===== src/crcdf_pkg.sv =====
// Shared types, codes and the byte-wise CRC step for the CRC16 frame deframer.
// Used by the deframer core and by its port checker; depends on nothing else.
`timescale 1ns / 1ps

package crcdf_pkg;

  localparam logic [7:0] HDR_FIRST  = 8'hAA;
  localparam logic [7:0] HDR_SECOND = 8'h55;

  // Frame verdict codes carried on status when frame_end is set.
  typedef enum logic [1:0] {
    ST_GOOD      = 2'd0,
    ST_LEN_CRC   = 2'd1,
    ST_FRAME_CRC = 2'd2,
    ST_TOO_LONG  = 2'd3
  } status_e;

  // One result transaction.
  typedef struct packed {
    logic       payload_valid;
    logic [7:0] payload_byte;
    logic       frame_end;
    logic [1:0] status;
  } result_t;

  // Reflected CCITT CRC (0x8408 form), one byte per call, table-free form.
  function automatic logic [15:0] crc_byte(input logic [15:0] crc, input logic [7:0] b);
    logic [7:0] e;
    logic [7:0] f;
    e = crc[7:0] ^ b;
    f = e ^ (e << 4);
    return {8'h00, crc[15:8]} ^ {f, 8'h00} ^ {5'b0_0000, f, 3'b000} ^ {12'h000, f[7:4]};
  endfunction

endpackage


===== src/crc16_frame_deframer_core.sv =====
// CRC16 frame deframer core: header hunt, length check, payload forwarding, frame check.
// Depends on crcdf_pkg for the CRC step, the result type and the status codes.
`timescale 1ns / 1ps

//  Channel   | Handshake                 | Payload
//  ----------+---------------------------+--------------------------------------------------
//  input     | in_valid_i / in_stall_o   | rx_byte_i
//  output    | out_valid_o / out_stall_i | payload_valid_o, payload_byte_o, frame_end_o,
//            |                           | status_o
//  config    | cfg_we_i (no wait)        | cfg_max_payload_len_i
//
// Every received byte produces exactly one result transaction. The byte is decoded in the
// cycle it is accepted and its result is registered into the output or skid register, so the
// block takes one byte per clock for as long as the output side keeps taking results.
// A two-entry output stage (output register plus skid register) parts the two sides:
// a byte is still taken while a result waits, and input stall rises only once the skid
// register is also full. Reset (asynchronous, active low) returns the decoder to header
// hunting, clears both output entries and sets the length limit to 1016.

module crc16_frame_deframer_core (
  input  logic        clk_i,
  input  logic        rst_ni,
  // Configuration
  input  logic        cfg_we_i,
  input  logic [15:0] cfg_max_payload_len_i,
  // Input byte stream
  input  logic        in_valid_i,
  output logic        in_stall_o,
  input  logic [7:0]  rx_byte_i,
  // Result stream
  output logic        out_valid_o,
  input  logic        out_stall_i,
  output logic        payload_valid_o,
  output logic [7:0]  payload_byte_o,
  output logic        frame_end_o,
  output logic [1:0]  status_o
);

  // Decoder phases.
  localparam logic [2:0] PH_HUNT = 3'd0;
  localparam logic [2:0] PH_HDR2 = 3'd1;
  localparam logic [2:0] PH_LEN  = 3'd2;
  localparam logic [2:0] PH_LCRC = 3'd3;
  localparam logic [2:0] PH_DATA = 3'd4;
  localparam logic [2:0] PH_FCRC = 3'd5;

  localparam logic [15:0] MAX_LEN_RESET = 16'd1016;

  logic [15:0] max_len_q;

  logic [2:0]  phase_q, phase_d;
  logic [15:0] byte_count_q, byte_count_d;
  logic [15:0] payload_length_q, payload_length_d;
  logic [15:0] length_crc_q, length_crc_d;
  logic [15:0] frame_crc_q, frame_crc_d;
  logic [7:0]  low_check_q, low_check_d;

  crcdf_pkg::result_t res_d;
  crcdf_pkg::result_t out_q;
  crcdf_pkg::result_t skid_q;
  logic               out_valid_q;
  logic               skid_valid_q;

  logic        in_accept;
  logic        out_take;
  logic [15:0] frame_crc_next;
  logic [15:0] check_word;
  logic [15:0] count_inc;

  assign in_accept  = in_valid_i && !skid_valid_q;
  assign out_take   = out_valid_q && !out_stall_i;
  assign in_stall_o = skid_valid_q;

  // Shared CRC step on the running frame CRC and the received check word.
  assign frame_crc_next = crcdf_pkg::crc_byte(frame_crc_q, rx_byte_i);
  assign check_word     = {rx_byte_i, low_check_q};
  assign count_inc      = byte_count_q + 16'd1;

  // The user must write the limit register only while no frame is in flight (not enforced).
  always_ff @(posedge clk_i or negedge rst_ni) begin
    if (!rst_ni) begin
      max_len_q <= MAX_LEN_RESET;
    end else if (cfg_we_i) begin
      max_len_q <= cfg_max_payload_len_i;
    end
  end

  // Per-byte decode: next state and the result for this byte.
  always_comb begin
    phase_d          = phase_q;
    byte_count_d     = byte_count_q;
    payload_length_d = payload_length_q;
    length_crc_d     = length_crc_q;
    frame_crc_d      = frame_crc_q;
    low_check_d      = low_check_q;
    res_d            = '0;
    res_d.status     = crcdf_pkg::ST_GOOD;

    unique case (phase_q)
      PH_HDR2: begin
        // A broken header drops both bytes, even when this byte is another 0xAA.
        if (rx_byte_i == crcdf_pkg::HDR_SECOND) begin
          frame_crc_d  = frame_crc_next;
          length_crc_d = '0;
          byte_count_d = '0;
          phase_d      = PH_LEN;
        end else begin
          phase_d = PH_HUNT;
        end
      end
      PH_LEN: begin
        frame_crc_d  = frame_crc_next;
        length_crc_d = crcdf_pkg::crc_byte(length_crc_q, rx_byte_i);
        if (byte_count_q == 16'd0) begin
          payload_length_d = {8'h00, rx_byte_i};
          byte_count_d     = 16'd1;
        end else begin
          payload_length_d = {rx_byte_i, payload_length_q[7:0]};
          byte_count_d     = '0;
          phase_d          = PH_LCRC;
        end
      end
      PH_LCRC: begin
        frame_crc_d = frame_crc_next;
        if (byte_count_q == 16'd0) begin
          low_check_d  = rx_byte_i;
          byte_count_d = 16'd1;
        end else begin
          byte_count_d = '0;
          if (check_word != length_crc_q) begin
            res_d.frame_end = 1'b1;
            res_d.status    = crcdf_pkg::ST_LEN_CRC;
            phase_d         = PH_HUNT;
          end else if (payload_length_q > max_len_q) begin
            res_d.frame_end = 1'b1;
            res_d.status    = crcdf_pkg::ST_TOO_LONG;
            phase_d         = PH_HUNT;
          end else if (payload_length_q == 16'd0) begin
            // An empty payload goes straight to the frame check word.
            phase_d = PH_FCRC;
          end else begin
            phase_d = PH_DATA;
          end
        end
      end
      PH_DATA: begin
        frame_crc_d          = frame_crc_next;
        res_d.payload_valid  = 1'b1;
        res_d.payload_byte   = rx_byte_i;
        if (count_inc >= payload_length_q) begin
          byte_count_d = '0;
          phase_d      = PH_FCRC;
        end else begin
          byte_count_d = count_inc;
        end
      end
      PH_FCRC: begin
        if (byte_count_q == 16'd0) begin
          low_check_d  = rx_byte_i;
          byte_count_d = 16'd1;
        end else begin
          byte_count_d    = '0;
          res_d.frame_end = 1'b1;
          res_d.status    = (check_word == frame_crc_q) ? crcdf_pkg::ST_GOOD
                                                        : crcdf_pkg::ST_FRAME_CRC;
          phase_d         = PH_HUNT;
        end
      end
      default: begin
        // Hunting; the unused codes behave the same way.
        if (rx_byte_i == crcdf_pkg::HDR_FIRST) begin
          frame_crc_d = crcdf_pkg::crc_byte(16'h0000, rx_byte_i);
          phase_d     = PH_HDR2;
        end else begin
          phase_d = PH_HUNT;
        end
        byte_count_d = '0;
      end
    endcase
  end

  always_ff @(posedge clk_i or negedge rst_ni) begin
    if (!rst_ni) begin
      phase_q          <= PH_HUNT;
      byte_count_q     <= '0;
      payload_length_q <= '0;
      length_crc_q     <= '0;
      frame_crc_q      <= '0;
      low_check_q      <= '0;
    end else if (in_accept) begin
      phase_q          <= phase_d;
      byte_count_q     <= byte_count_d;
      payload_length_q <= payload_length_d;
      length_crc_q     <= length_crc_d;
      frame_crc_q      <= frame_crc_d;
      low_check_q      <= low_check_d;
    end
  end

  // Output register with a skid entry behind it. The skid entry fills only when a byte
  // is taken while the output register holds a result that is not being taken.
  always_ff @(posedge clk_i or negedge rst_ni) begin
    if (!rst_ni) begin
      out_valid_q  <= 1'b0;
      skid_valid_q <= 1'b0;
    end else if (skid_valid_q) begin
      if (out_take) begin
        skid_valid_q <= 1'b0;
      end
    end else if (in_accept) begin
      if (!out_valid_q || out_take) begin
        out_valid_q <= 1'b1;
      end else begin
        skid_valid_q <= 1'b1;
      end
    end else if (out_take) begin
      out_valid_q <= 1'b0;
    end
  end

  always_ff @(posedge clk_i) begin
    if (skid_valid_q) begin
      if (out_take) begin
        out_q <= skid_q;
      end
    end else if (in_accept) begin
      if (!out_valid_q || out_take) begin
        out_q <= res_d;
      end else begin
        skid_q <= res_d;
      end
    end
  end

  assign out_valid_o     = out_valid_q;
  assign payload_valid_o = out_q.payload_valid;
  assign payload_byte_o  = out_q.payload_byte;
  assign frame_end_o     = out_q.frame_end;
  assign status_o        = out_q.status;

endmodule


===== config.mk =====
export PLATFORM = sky130hd
export DESIGN_NAME = crc16_frame_deframer_core
export DESIGN_NICKNAME = d
export VERILOG_FILES = /design/src/crcdf_pkg.sv /design/src/crc16_frame_deframer_core.sv
export SDC_FILE = /design/constraint.sdc
export NUM_CORES = 1
export LEC_CHECK = 0
export ABC_AREA = 1
export BUFFER_PORTS_ARGS = -buffer_cell sky130_fd_sc_hd__buf_2
export CAP_MARGIN = 20
export CORE_UTILIZATION = 55
export CTS_CLUSTER_DIAMETER = 120
export DETAILED_ROUTE_END_ITERATION = 12
export HOLD_SLACK_MARGIN = 0.02
export PLACE_DENSITY = 0.72
export SLEW_MARGIN = 5
export SYNTH_ARGS = -nofsm -noshare
export SYNTH_HDL_FRONTEND = slang
export SYNTH_SLANG_ARGS = --single-unit

===== constraint.sdc =====
create_clock -name clk_i -period 4.7 [get_ports clk_i]
set_input_delay 0.47 -clock clk_i [delete_from_list [all_inputs] [get_ports clk_i]]
set_output_delay 0.47 -clock clk_i [all_outputs]
set_load 0.05 [all_outputs]

# Yosys cells after proc, flatten, opt, wreduce, memory -nomap -nowiden

Cells that the tools add are included.
W data, S select, Z words.

Word-level logic and storage cells: 116
Register bits after elaboration: 117
Output and inout bits: 14
Bits of input ports: 29

Bitwise gates (word level): 16
Magnitude comparators: 2
Reductions and logical operators: 26
Multiplexer cells: 37
Add/subtract/negate cells: 1
Eq/ne operators: 16

Operators by type and width:

| kind                    | number |
|---|---|
| $pmux W16 S3            | 2 |
| $mux W16                | 5 |
| $mux W12                | 4 |
| $xor A16 B11 Y16        | 3 |
| $xor A16 B4 Y16         | 3 |
| $xor A8 B8 Y8           | 5 |
| $logic_not A16 Y1       | 2 |
| $pmux W16 S2            | 1 |
| $xor A8 B16 Y16         | 2 |
| $mux W3                 | 10 |
| $reduce_and A3 Y1       | 6 |
| $add A16 B1 Y16 const B | 1 |
| $eq A16 B16 Y1          | 1 |
| $ge A16 B16 Y1          | 1 |
| $gt A16 B16 Y1          | 1 |
| $ne A16 B16 Y1          | 1 |
| $pmux W3 S5             | 1 |
| $mux W1                 | 10 |
| $ne A2 B2 Y1 const B    | 5 |
| $mux W9                 | 1 |
| $eq A8 B7 Y1 const B    | 1 |
| $eq A8 B8 Y1 const B    | 1 |
| $reduce_bool A2 Y1      | 4 |
| $eq A3 B2 Y1 const B    | 2 |
| 15 further kinds        | 25 |

# Longest topological paths before layout

Gate-level depths: netlist of run 1.

Depth after elaboration: 8
Gate-level depth with buffers: 19
Gate-level depth less buffers: 19

# Least setup slack after synthesis of run 1

Ideal clock, no wire load.

Path kind: register to register
Start: reg byte_count_q[0]
End: reg phase_q[1]
Stages on the path, launching flop included: 19
Library setup time: 0.131 ns
Setup slack: 2.069 ns
Required time: 4.569 ns
Arrival: 2.500 ns
Buffers on the path: 0
Period minus slack after synthesis: 2.631 ns
Cells stage by stage: dfrtp_1 ha_1 nand3_1 inv_1 nand3_1 nor3_2 nand3_1 nor2_1 nand2_1 nand2_1 nand2_1 ha_1 nand2_1 nor3_1 nand3_1 nand4_1 nand3_1 nand2_1 o21ai_0

Longest elaborated chain between the ends: 4
Elaborated cells between the ends (all ways): 8
Classes of those cells: add/sub (1); order compare (1); eq/ne (4); reduce/logical (2)

RTL lines:

| item                                   | RTL line                         | text |
|---|---|---|
| start: declaration                     | crc16_frame_deframer_core.sv:52  | `logic [15:0] byte_count_q, byte_count_d;` |
| start signal: assignment               | crc16_frame_deframer_core.sv:192 | `byte_count_q <= byte_count_d;` |
| $add A16 B1 Y16                        | crc16_frame_deframer_core.sv:77  | `assign count_inc = byte_count_q + 16'd1;` |
| $ge A16 B16 Y1                         | crc16_frame_deframer_core.sv:150 | `if (count_inc >= payload_length_q) begin` |
| $ne A2 B2 Y1 (no source line)          | n/a                              |  |
| $reduce_and A5 Y1 (no source line) (*) | n/a                              |  |
| end signal: assignment                 | crc16_frame_deframer_core.sv:191 | `phase_q <= phase_d;` |
| end: declaration                       | crc16_frame_deframer_core.sv:51  | `logic [2:0] phase_q, phase_d;` |

Every way passes the cells marked *; elsewhere a longest branch is shown, timed or not.
A chain may end at the register's enable or synchronous reset.

# Final worst setup path of run 1

Start: reg byte_count_q[0]
End: reg byte_count_q[2]

Longest elaborated chain between the ends: 4

RTL lines:

| item                | RTL line                         | text |
|---|---|---|
| $add A16 B1 Y16 (*) | crc16_frame_deframer_core.sv:77  |  |
| $ge A16 B16 Y1      | crc16_frame_deframer_core.sv:150 |  |
| $mux W16 (*)        | crc16_frame_deframer_core.sv:150 |  |
| $pmux W16 S3 (*)    | crc16_frame_deframer_core.sv:99  | `unique case (phase_q)` |

Marked as above.

==> flow_summary.json, run 1 <==
{
  "cts.sinks": 117,
  "maxCapViolations": 0,
  "synth_enable_flop_cells": 24,
  "max_slew_margin_pct": 34.0,
  "synth-seq-cells": 117,
  "ant_nets": 0,
  "drc": 0,
  "leakage_nw": 3.63,
  "path_max_fanout": 9,
  "hold_path_class": "in2async",
  "cts_tree": "done",
  "seq_area_sq_mm": 0.00306,
  "drv_slew": 0,
  "hpwl_mm": 11.8,
  "crit_buf_inv": 1,
  "fillers": 1001,
  "drt_wl_total_mm": 16.1,
  "synth_cell_types": 47,
  "die-area_sq_mm": 0.0131,
  "slowest_stage": "dfrtp_1",
  "clock.fmax_mhz": 315,
  "grt.overflow.total": 0,
  "fin_cells": 1026,
  "place.gp.congestion": 0.918,
  "synthTopCellsByArea": "dfrtp_1 (31%), edfxtp_1 (10%), nand2_1 (9.4%)",
  "final_hold_viol_count": 0,
  "numPlacedInstances": 994,
  "cellPowerDensity_mw_per_mm2": 615,
  "tns_ns": 0,
  "critPathMaxStageDelay_ns": 0.44,
  "finClkSkew_ns": 0.00563,
  "die_h_um": 114,
  "viasPerCell": 5.50,
  "cts_htree_levels": 4,
  "endpoint_kind": "flop",
  "antenna_cells": 0,
  "antenna_found_initial": 0,
  "wire_per_inst_um": 15.7,
  "worstPathArrival_ns": 3.49,
  "required_ns": 5.02,
  "nets": 908,
  "first_iter_violations": 433,
  "fin_crit_sh_pct": 67.5,
  "synth.most_common_cell": "nand2_1",
  "die_w_um": 114,
  "multi_input_area_sq_mm": 0.00328,
  "firstDrtPassIters": 5,
  "finalSetupViolations": 0,
  "num_rows": 40,
  "cts_root_buf": "clkbuf_16",
  "rsz0062_at_grt": "no",
  "finalPower_w": 0.00478,
  "track_usage_pct": 27.5,
  "dr_total_vias": 5641,
  "ys.flop_type": "dfrtp_1",
  "cts_buffers": 17,
  "ir_drop_mv": 0.399,
  "grt_max_degree": 49,
  "syn_area_sq_mm": 0.00695,
  "drive_gt1_share_pct": 13.8,
  "grt_pass1_vias": 5643,
  "syn_nets": 871,
  "coreArea_sq_mm": 0.0122,
  "cp_top_family": "simple AND/OR/NAND/NOR gates",
  "numPortBuffers": 42,
  "synth_common_cells": "nand2_1 (174), inv_1 (102), dfrtp_1 (86)",
  "post_cts_buffers": 0,
  "area_growth_pct": 11.8,
  "clk_path_buf_depth": 2,
  "ios": 43,
  "start_kind": "flop",
  "utilization_pct": 63.9,
  "ys_async_sr_fraction_pct": 79.5,
  "synthCells": 808,
  "tightestPinTransition_ns": 0.989,
  "path_class": "reg2reg",
  "synth-seq-area-share_pct": 44.0,
  "start_util_pct": 57.2,
  "whs_ns": 0.0475,
  "worst_path_most_repeated_cell": "nand2_1",
  "grt_pass1_wl_mm": 27.4,
  "hold_buffers": 0,
  "path_clk_slew_ns": 0.05,
  "syn_area_per_cell_sq_um": 8.60,
  "critical_path.cell_chain": "ha_1, nand3_1, inv_1, nand3_1, nor3_2, nand3_1, nor2_1, nand2_1, nand2_1, nand2_1, ha_1, nand2_1, o21ai_0, a21oi_1, nand4_1, nor2_2, nand2_1, o21ai_0",
  "post_cts_resized": 0,
  "synth_top_area_share_pct": 31.0,
  "insertion_delay_ns": 0.41,
  "status": "finished clean",
  "synth_top_cell_by_area": "dfrtp_1",
  "ys_warn_count": 0,
  "min_period_ns": 3.17
}
==> cells by family after synthesis <==
logic type	Yosys count	synth area share, %
DFF	117	44.0
muxes	1	0.162
adders and majority gates	34	6.12
AOI/OAI and AO/OA	141	11.2
and+or+nand+nor	300	19.7
xor gates and xnor gates	76	10.1
buffers and inverters	139	8.80
==> worst paths after layout <==
| path | slack [ns] | depth (start not counted) | startpoint | to |
|---|---|---|---|---|
| worst min-delay path | 0.05 | 1 | rst_ni | byte_count_q[6] |
| max in group asynchronous | 3.58 | 2 | rst_ni | byte_count_q[4] |
| worst max-delay path | 1.53 | 18 | byte_count_q[0] | byte_count_q[2] |
| min in group clk_i | 0.27 | 3 | cfg_max_payload_len_i[10] | max_len_q[10] |
| worst min register to register | 0.50 | 2 | max_len_q[5] | max_len_q[5] |
| worst max register to register | 1.53 | 18 | byte_count_q[0] | byte_count_q[2] |
==> stage by stage <==
stage | setup slack, ns | cell area (sq um)
after CTS | 1.56 | 7770
after detailed placement | 1.58 | 7210
after global placement | 1.76 | 7210
after floorplan | 2.07 | 6950
final | 1.53 | 7770
after global routing | 1.11 | 7770
==> area by class of cell <==
type                            instances  share of cell area [%]
Sequential cell                       117                    39.3
Clock inverter                         10                    1.37
Multi-Input combinational cell        552                    42.3
Timing Repair Buffer                   43                    2.83
Clock buffer                           22                    5.85
Inverter                              114                    5.64
Tap cell                              168                    2.71
==> sequential cells by signal, summed over array words and instances (netlist names) <==
register	flops
status_o	2
frame_end_o	1
phase_q	3
frame_crc_q	16
max_len_q	16
in_stall_o	1
low_check_q	8
payload_valid_o	1
skid_q	12
byte_count_q	16
length_crc_q	16
payload_byte_o	8
payload_length_q	16
out_valid_o	1
==> layout by cell type, fill, tap and decap left out, types with 5 or more instances in the layout <==
| cell type | synthesis | layout |
|---|---|---|
| o21ai_0 | 70 | 70 |
| dfrtp_1 | 86 | 86 |
| xnor2_1 | 31 | 31 |
| nand4_1 | 20 | 20 |
| nor3_1 | 5 | 5 |
| ha_1 | 34 | 34 |
| o21ai_1 | 18 | 18 |
| nor2_1 | 45 | 45 |
| dfstp_2 | 7 | 7 |
| clkbuf_16 | 0 | 17 |
| buf_2 | 7 | 41 |
| nand2_1 | 174 | 174 |
| xor2_1 | 43 | 43 |
| inv_1 | 102 | 102 |
| o22ai_1 | 16 | 16 |
| edfxtp_1 | 24 | 24 |
| nor4_1 | 6 | 6 |
| a21oi_1 | 23 | 23 |
| nand3_1 | 27 | 27 |
| inv_2 | 9 | 9 |
==> report_power, final <==
part           leakage [nW]  switching [W]  internal [W]
logic                  1.96        0.00123      0.000675
registers              1.40       0.000284       0.00136
clock network         0.269       0.000448      0.000787
total                  3.63        0.00196       0.00282
==> metal layers <==
| metal | GRT usage [%] | vias to the layer above | wire length (um) |
|---|---|---|---|
| met2 | 44.0 | 206 | 7270 |
| met3 | 5.66 | 38 | 945 |
| met1 | 36.3 | 2679 | 7450 |
| met5 | 0 | - | 0 |
| met4 | 11.7 | 0 | 417 |
| li1 | - | 2718 | - |
Note: power is estimated with default switching activity, not from simulation.
==> run 2: changes to the inputs <==
--- a/config.mk
+++ b/config.mk
@@ -5,14 +5,14 @@
 export SDC_FILE = /design/constraint.sdc
 export NUM_CORES = 1
 export LEC_CHECK = 0
-export ABC_AREA = 1
+export ABC_AREA = 0
 export BUFFER_PORTS_ARGS = -buffer_cell sky130_fd_sc_hd__buf_2
 export CAP_MARGIN = 20
 export CORE_UTILIZATION = 55
 export CTS_CLUSTER_DIAMETER = 120
 export DETAILED_ROUTE_END_ITERATION = 12
 export HOLD_SLACK_MARGIN = 0.02
-export PLACE_DENSITY = 0.72
+export PLACE_DENSITY = 0.75
 export SLEW_MARGIN = 5
 export SYNTH_ARGS = -nofsm -noshare
 export SYNTH_HDL_FRONTEND = slang
==> constraint.sdc (replaced) <==
create_clock -name clk_i -period 2.9 [get_ports clk_i]
set_input_delay 0.29 -clock clk_i [delete_from_list [all_inputs] [get_ports clk_i]]
set_output_delay 0.29 -clock clk_i [all_outputs]
set_load 0.05 [all_outputs]
==> run 2 against run 1 <==
Effect of this change:
- the run now ends with setup timing left
- power up 38%
- sequential power up 43%
- die area down 1.3%
- clock power up 89%
- core utilization up 9.1 points
- wire length up 22%
- first-iteration DRC count up 33%
- final cell count down 1.6%
- worst setup slack worse by 2.1 ns
- critical endpoint is now byte_count_q[0]
==> flow_summary.json, run 2 <==
{
  "numPlacedInstances": 950,
  "area_growth_pct": 28.3,
  "fillers": 768,
  "syn_area_sq_mm": 0.00686,
  "hold_depth": 3,
  "worst_hold_path.endpoint": "max_len_q[4]",
  "numPortBuffers": 42,
  "start_kind": "flop",
  "path_clk_slew_ns": 0.06,
  "grt_pass1_vias": 5930,
  "cts.sinks": 117,
  "synthTopCellsByArea": "dfrtp_1 (31%), edfxtp_1 (11%), xnor2_1 (7.9%)",
  "path_class": "reg2reg",
  "synth-seq-area-share_pct": 44.6,
  "firstDrtPassIters": 5,
  "synth_common_cells": "nand2_1 (90), dfrtp_1 (86), o21ai_0 (86)",
  "status": "finished with violations",
  "ir_drop_mv": 0.422,
  "synth_top_cell_by_area": "dfrtp_1",
  "die-area_sq_mm": 0.0129,
  "drv_slew": 0,
  "viasPerCell": 5.93,
  "place.gp.congestion": 0.899,
  "die_h_um": 114,
  "cts_htree_levels": 4,
  "synth_enable_flop_cells": 24,
  "slowest_stage": "dfrtp_2",
  "synthCells": 719,
  "worstPathArrival_ns": 3.77,
  "synth-seq-cells": 117,
  "track_usage_pct": 30.3,
  "worstHoldStart": "cfg_max_payload_len_i[4]",
  "drive_gt1_share_pct": 28.6,
  "ios": 43,
  "maxCapViolations": 0,
  "clock.fmax_mhz": 289,
  "ys.flop_type": "dfrtp_1",
  "rrSetupSlack_ns": -0.56,
  "finalSetupViolations": 19,
  "min_period_ns": 3.46,
  "grt_pass1_wl_mm": 29.9,
  "syn_area_per_cell_sq_um": 9.54,
  "worst_path_most_repeated_cell": "buf_6",
  "synth_top_area_share_pct": 31.4,
  "ant_nets": 0,
  "insertion_delay_ns": 0.43,
  "cp_top_family": "compound AO/OA/AOI/OAI gates",
  "cellPowerDensity_mw_per_mm2": 752,
  "reg2regPathDepth": 17,
  "wire_per_inst_um": 19.5,
  "syn_nets": 782,
  "finClkSkew_ns": 0.00917,
  "die_w_um": 114,
  "violations": "setup timing",
  "tightestPinTransition_ns": 1.11,
  "rsz0062_at_grt": "yes",
  "crit_buf_inv": 6,
  "fin_cells": 1010,
  "required_ns": 3.21,
  "antenna_found_initial": 0,
  "cts_buffers": 17,
  "antenna_cells": 0,
  "endpoint_kind": "flop",
  "coreArea_sq_mm": 0.0121,
  "num_rows": 40,
  "nets": 892,
  "utilization_pct": 73.0,
  "drc": 0,
  "start_util_pct": 56.9,
  "cts_root_buf": "clkbuf_16",
  "clk_path_buf_depth": 2,
  "final_cell_mix": "nand2_1 (86), dfrtp_1 (85), buf_4 (75)",
  "fin_crit_sh_pct": 119,
  "synth_cell_types": 50,
  "drt_wl_total_mm": 19.7,
  "first_iter_violations": 574,
  "grt.overflow.total": 0,
  "r2r-start": "byte_count_q[0]",
  "cts_tree": "done",
  "hpwl_mm": 12.0,
  "dr_total_vias": 5992,
  "max_slew_margin_pct": 25.4,
  "critical_path.cell_chain": "buf_6, nand2_4, nor4_4, buf_4, and3_4, xnor2_4, inv_2, ha_4, buf_6, o211ai_1, a21oi_2, nor2_2, a211oi_4, buf_4, buf_6, o21ai_1, a22o_1",
  "r2r_end": "byte_count_q[0]",
  "layout_commonest_cell": "nand2_1",
  "setup_slack_ns": -0.563,
  "ys_async_sr_fraction_pct": 79.5,
  "critPathMaxStageDelay_ns": 0.42,
  "hold_path_class": "in2reg",
  "grt_max_degree": 53,
  "ys_warn_count": 0,
  "path_max_fanout": 5,
  "leakage_nw": 4.00,
  "synth.most_common_cell": "nand2_1",
  "final_hold_viol_count": 0
}
## run 2: cell families after synthesis
kind of cell	share of synthesized area, %
XOR/XNOR	13.8
flip-flops	44.6
AO/OA/AOI/OAI	11.8
multiplexers	3.56
buffers and inverters	4.78
AND/OR/NAND/NOR	15.3
adder cells (fa/ha/maj)	6.20
## run 2: how the worst max path moves through the flow
stage	start	end	cells after the start
final	byte_count_q[0]	byte_count_q[0]	17
after global routing	byte_count_q[1]	phase_q[0]	15
after CTS	byte_count_q[0]	byte_count_q[0]	15
after detailed placement	byte_count_q[1]	phase_q[1]	13
after global placement	byte_count_q[1]	phase_q[0]	13
after floorplan	byte_count_q[1]	byte_count_q[12]	14
## run 2: metal layers
| metal | track usage, % | wire length, um | vias to the layer above | share of wire, % |
|---|---|---|---|---|
| met4 | 16.8 | 1120 | 0 | 5.7 |
| met5 | 0 | 0 | - | 0 |
| met3 | 5.90 | 1280 | 108 | 6.5 |
| li1 | - | - | 2682 | - |
| met2 | 49.8 | 9400 | 284 | 48 |
| met1 | 37.7 | 7880 | 2918 | 40 |
## run 2: tightest hold or removal path, stage by stage
cell     delay [ns]
buf_2          0.07
nand2_1        0.04
o21ai_0        0.06
## run 2: layout make-up
class / instances / area (sq um) / area share, %
clock inverters: 13 / 203 / 2.30
multi-input cells: 520 / 3810 / 43.3
inverters: 45 / 169 / 1.92
clock buffers: 19 / 443 / 5.03
well taps: 168 / 210 / 2.39
repair buffers: 128 / 911 / 10.3
flip-flops and latches: 117 / 3060 / 34.7
## run 2: repair_timing
action	CTS	global route
hold buffers	1	0
buffers inserted	16	12
hold endpoints to repair	44	0
pin swaps	22	18
setup endpoints to repair	19	20
resized for setup	37	43
## run 2: where the power goes
group	internal (W)	switching [W]
Combinational	0.000764	0.00118
Clock	0.00154	0.000785
Sequential	0.00202	0.000323
Total	0.00433	0.00229
## run 2: through the flow
step / worst slack (ns) / cell area [sq um] / setup TNS, ns / total power [W] / hold slack [ns]
after detailed placement: -0.676 / 7630 / -9.67 / 0.00421 / 0.372
after CTS: -0.317 / 8570 / -4.23 / 0.00658 / 0.0777
after global routing: -0.604 / 8800 / -9.48 / 0.00691 / 0.0915
after global placement: -0.423 / 7630 / -4.90 / 0.00412 / 0.364
after floorplan: -0.195 / 6910 / -1.89 / 0.00376 / -0.00559
final: -0.563 / 8800 / -8.38 / 0.00662 / 0.0736
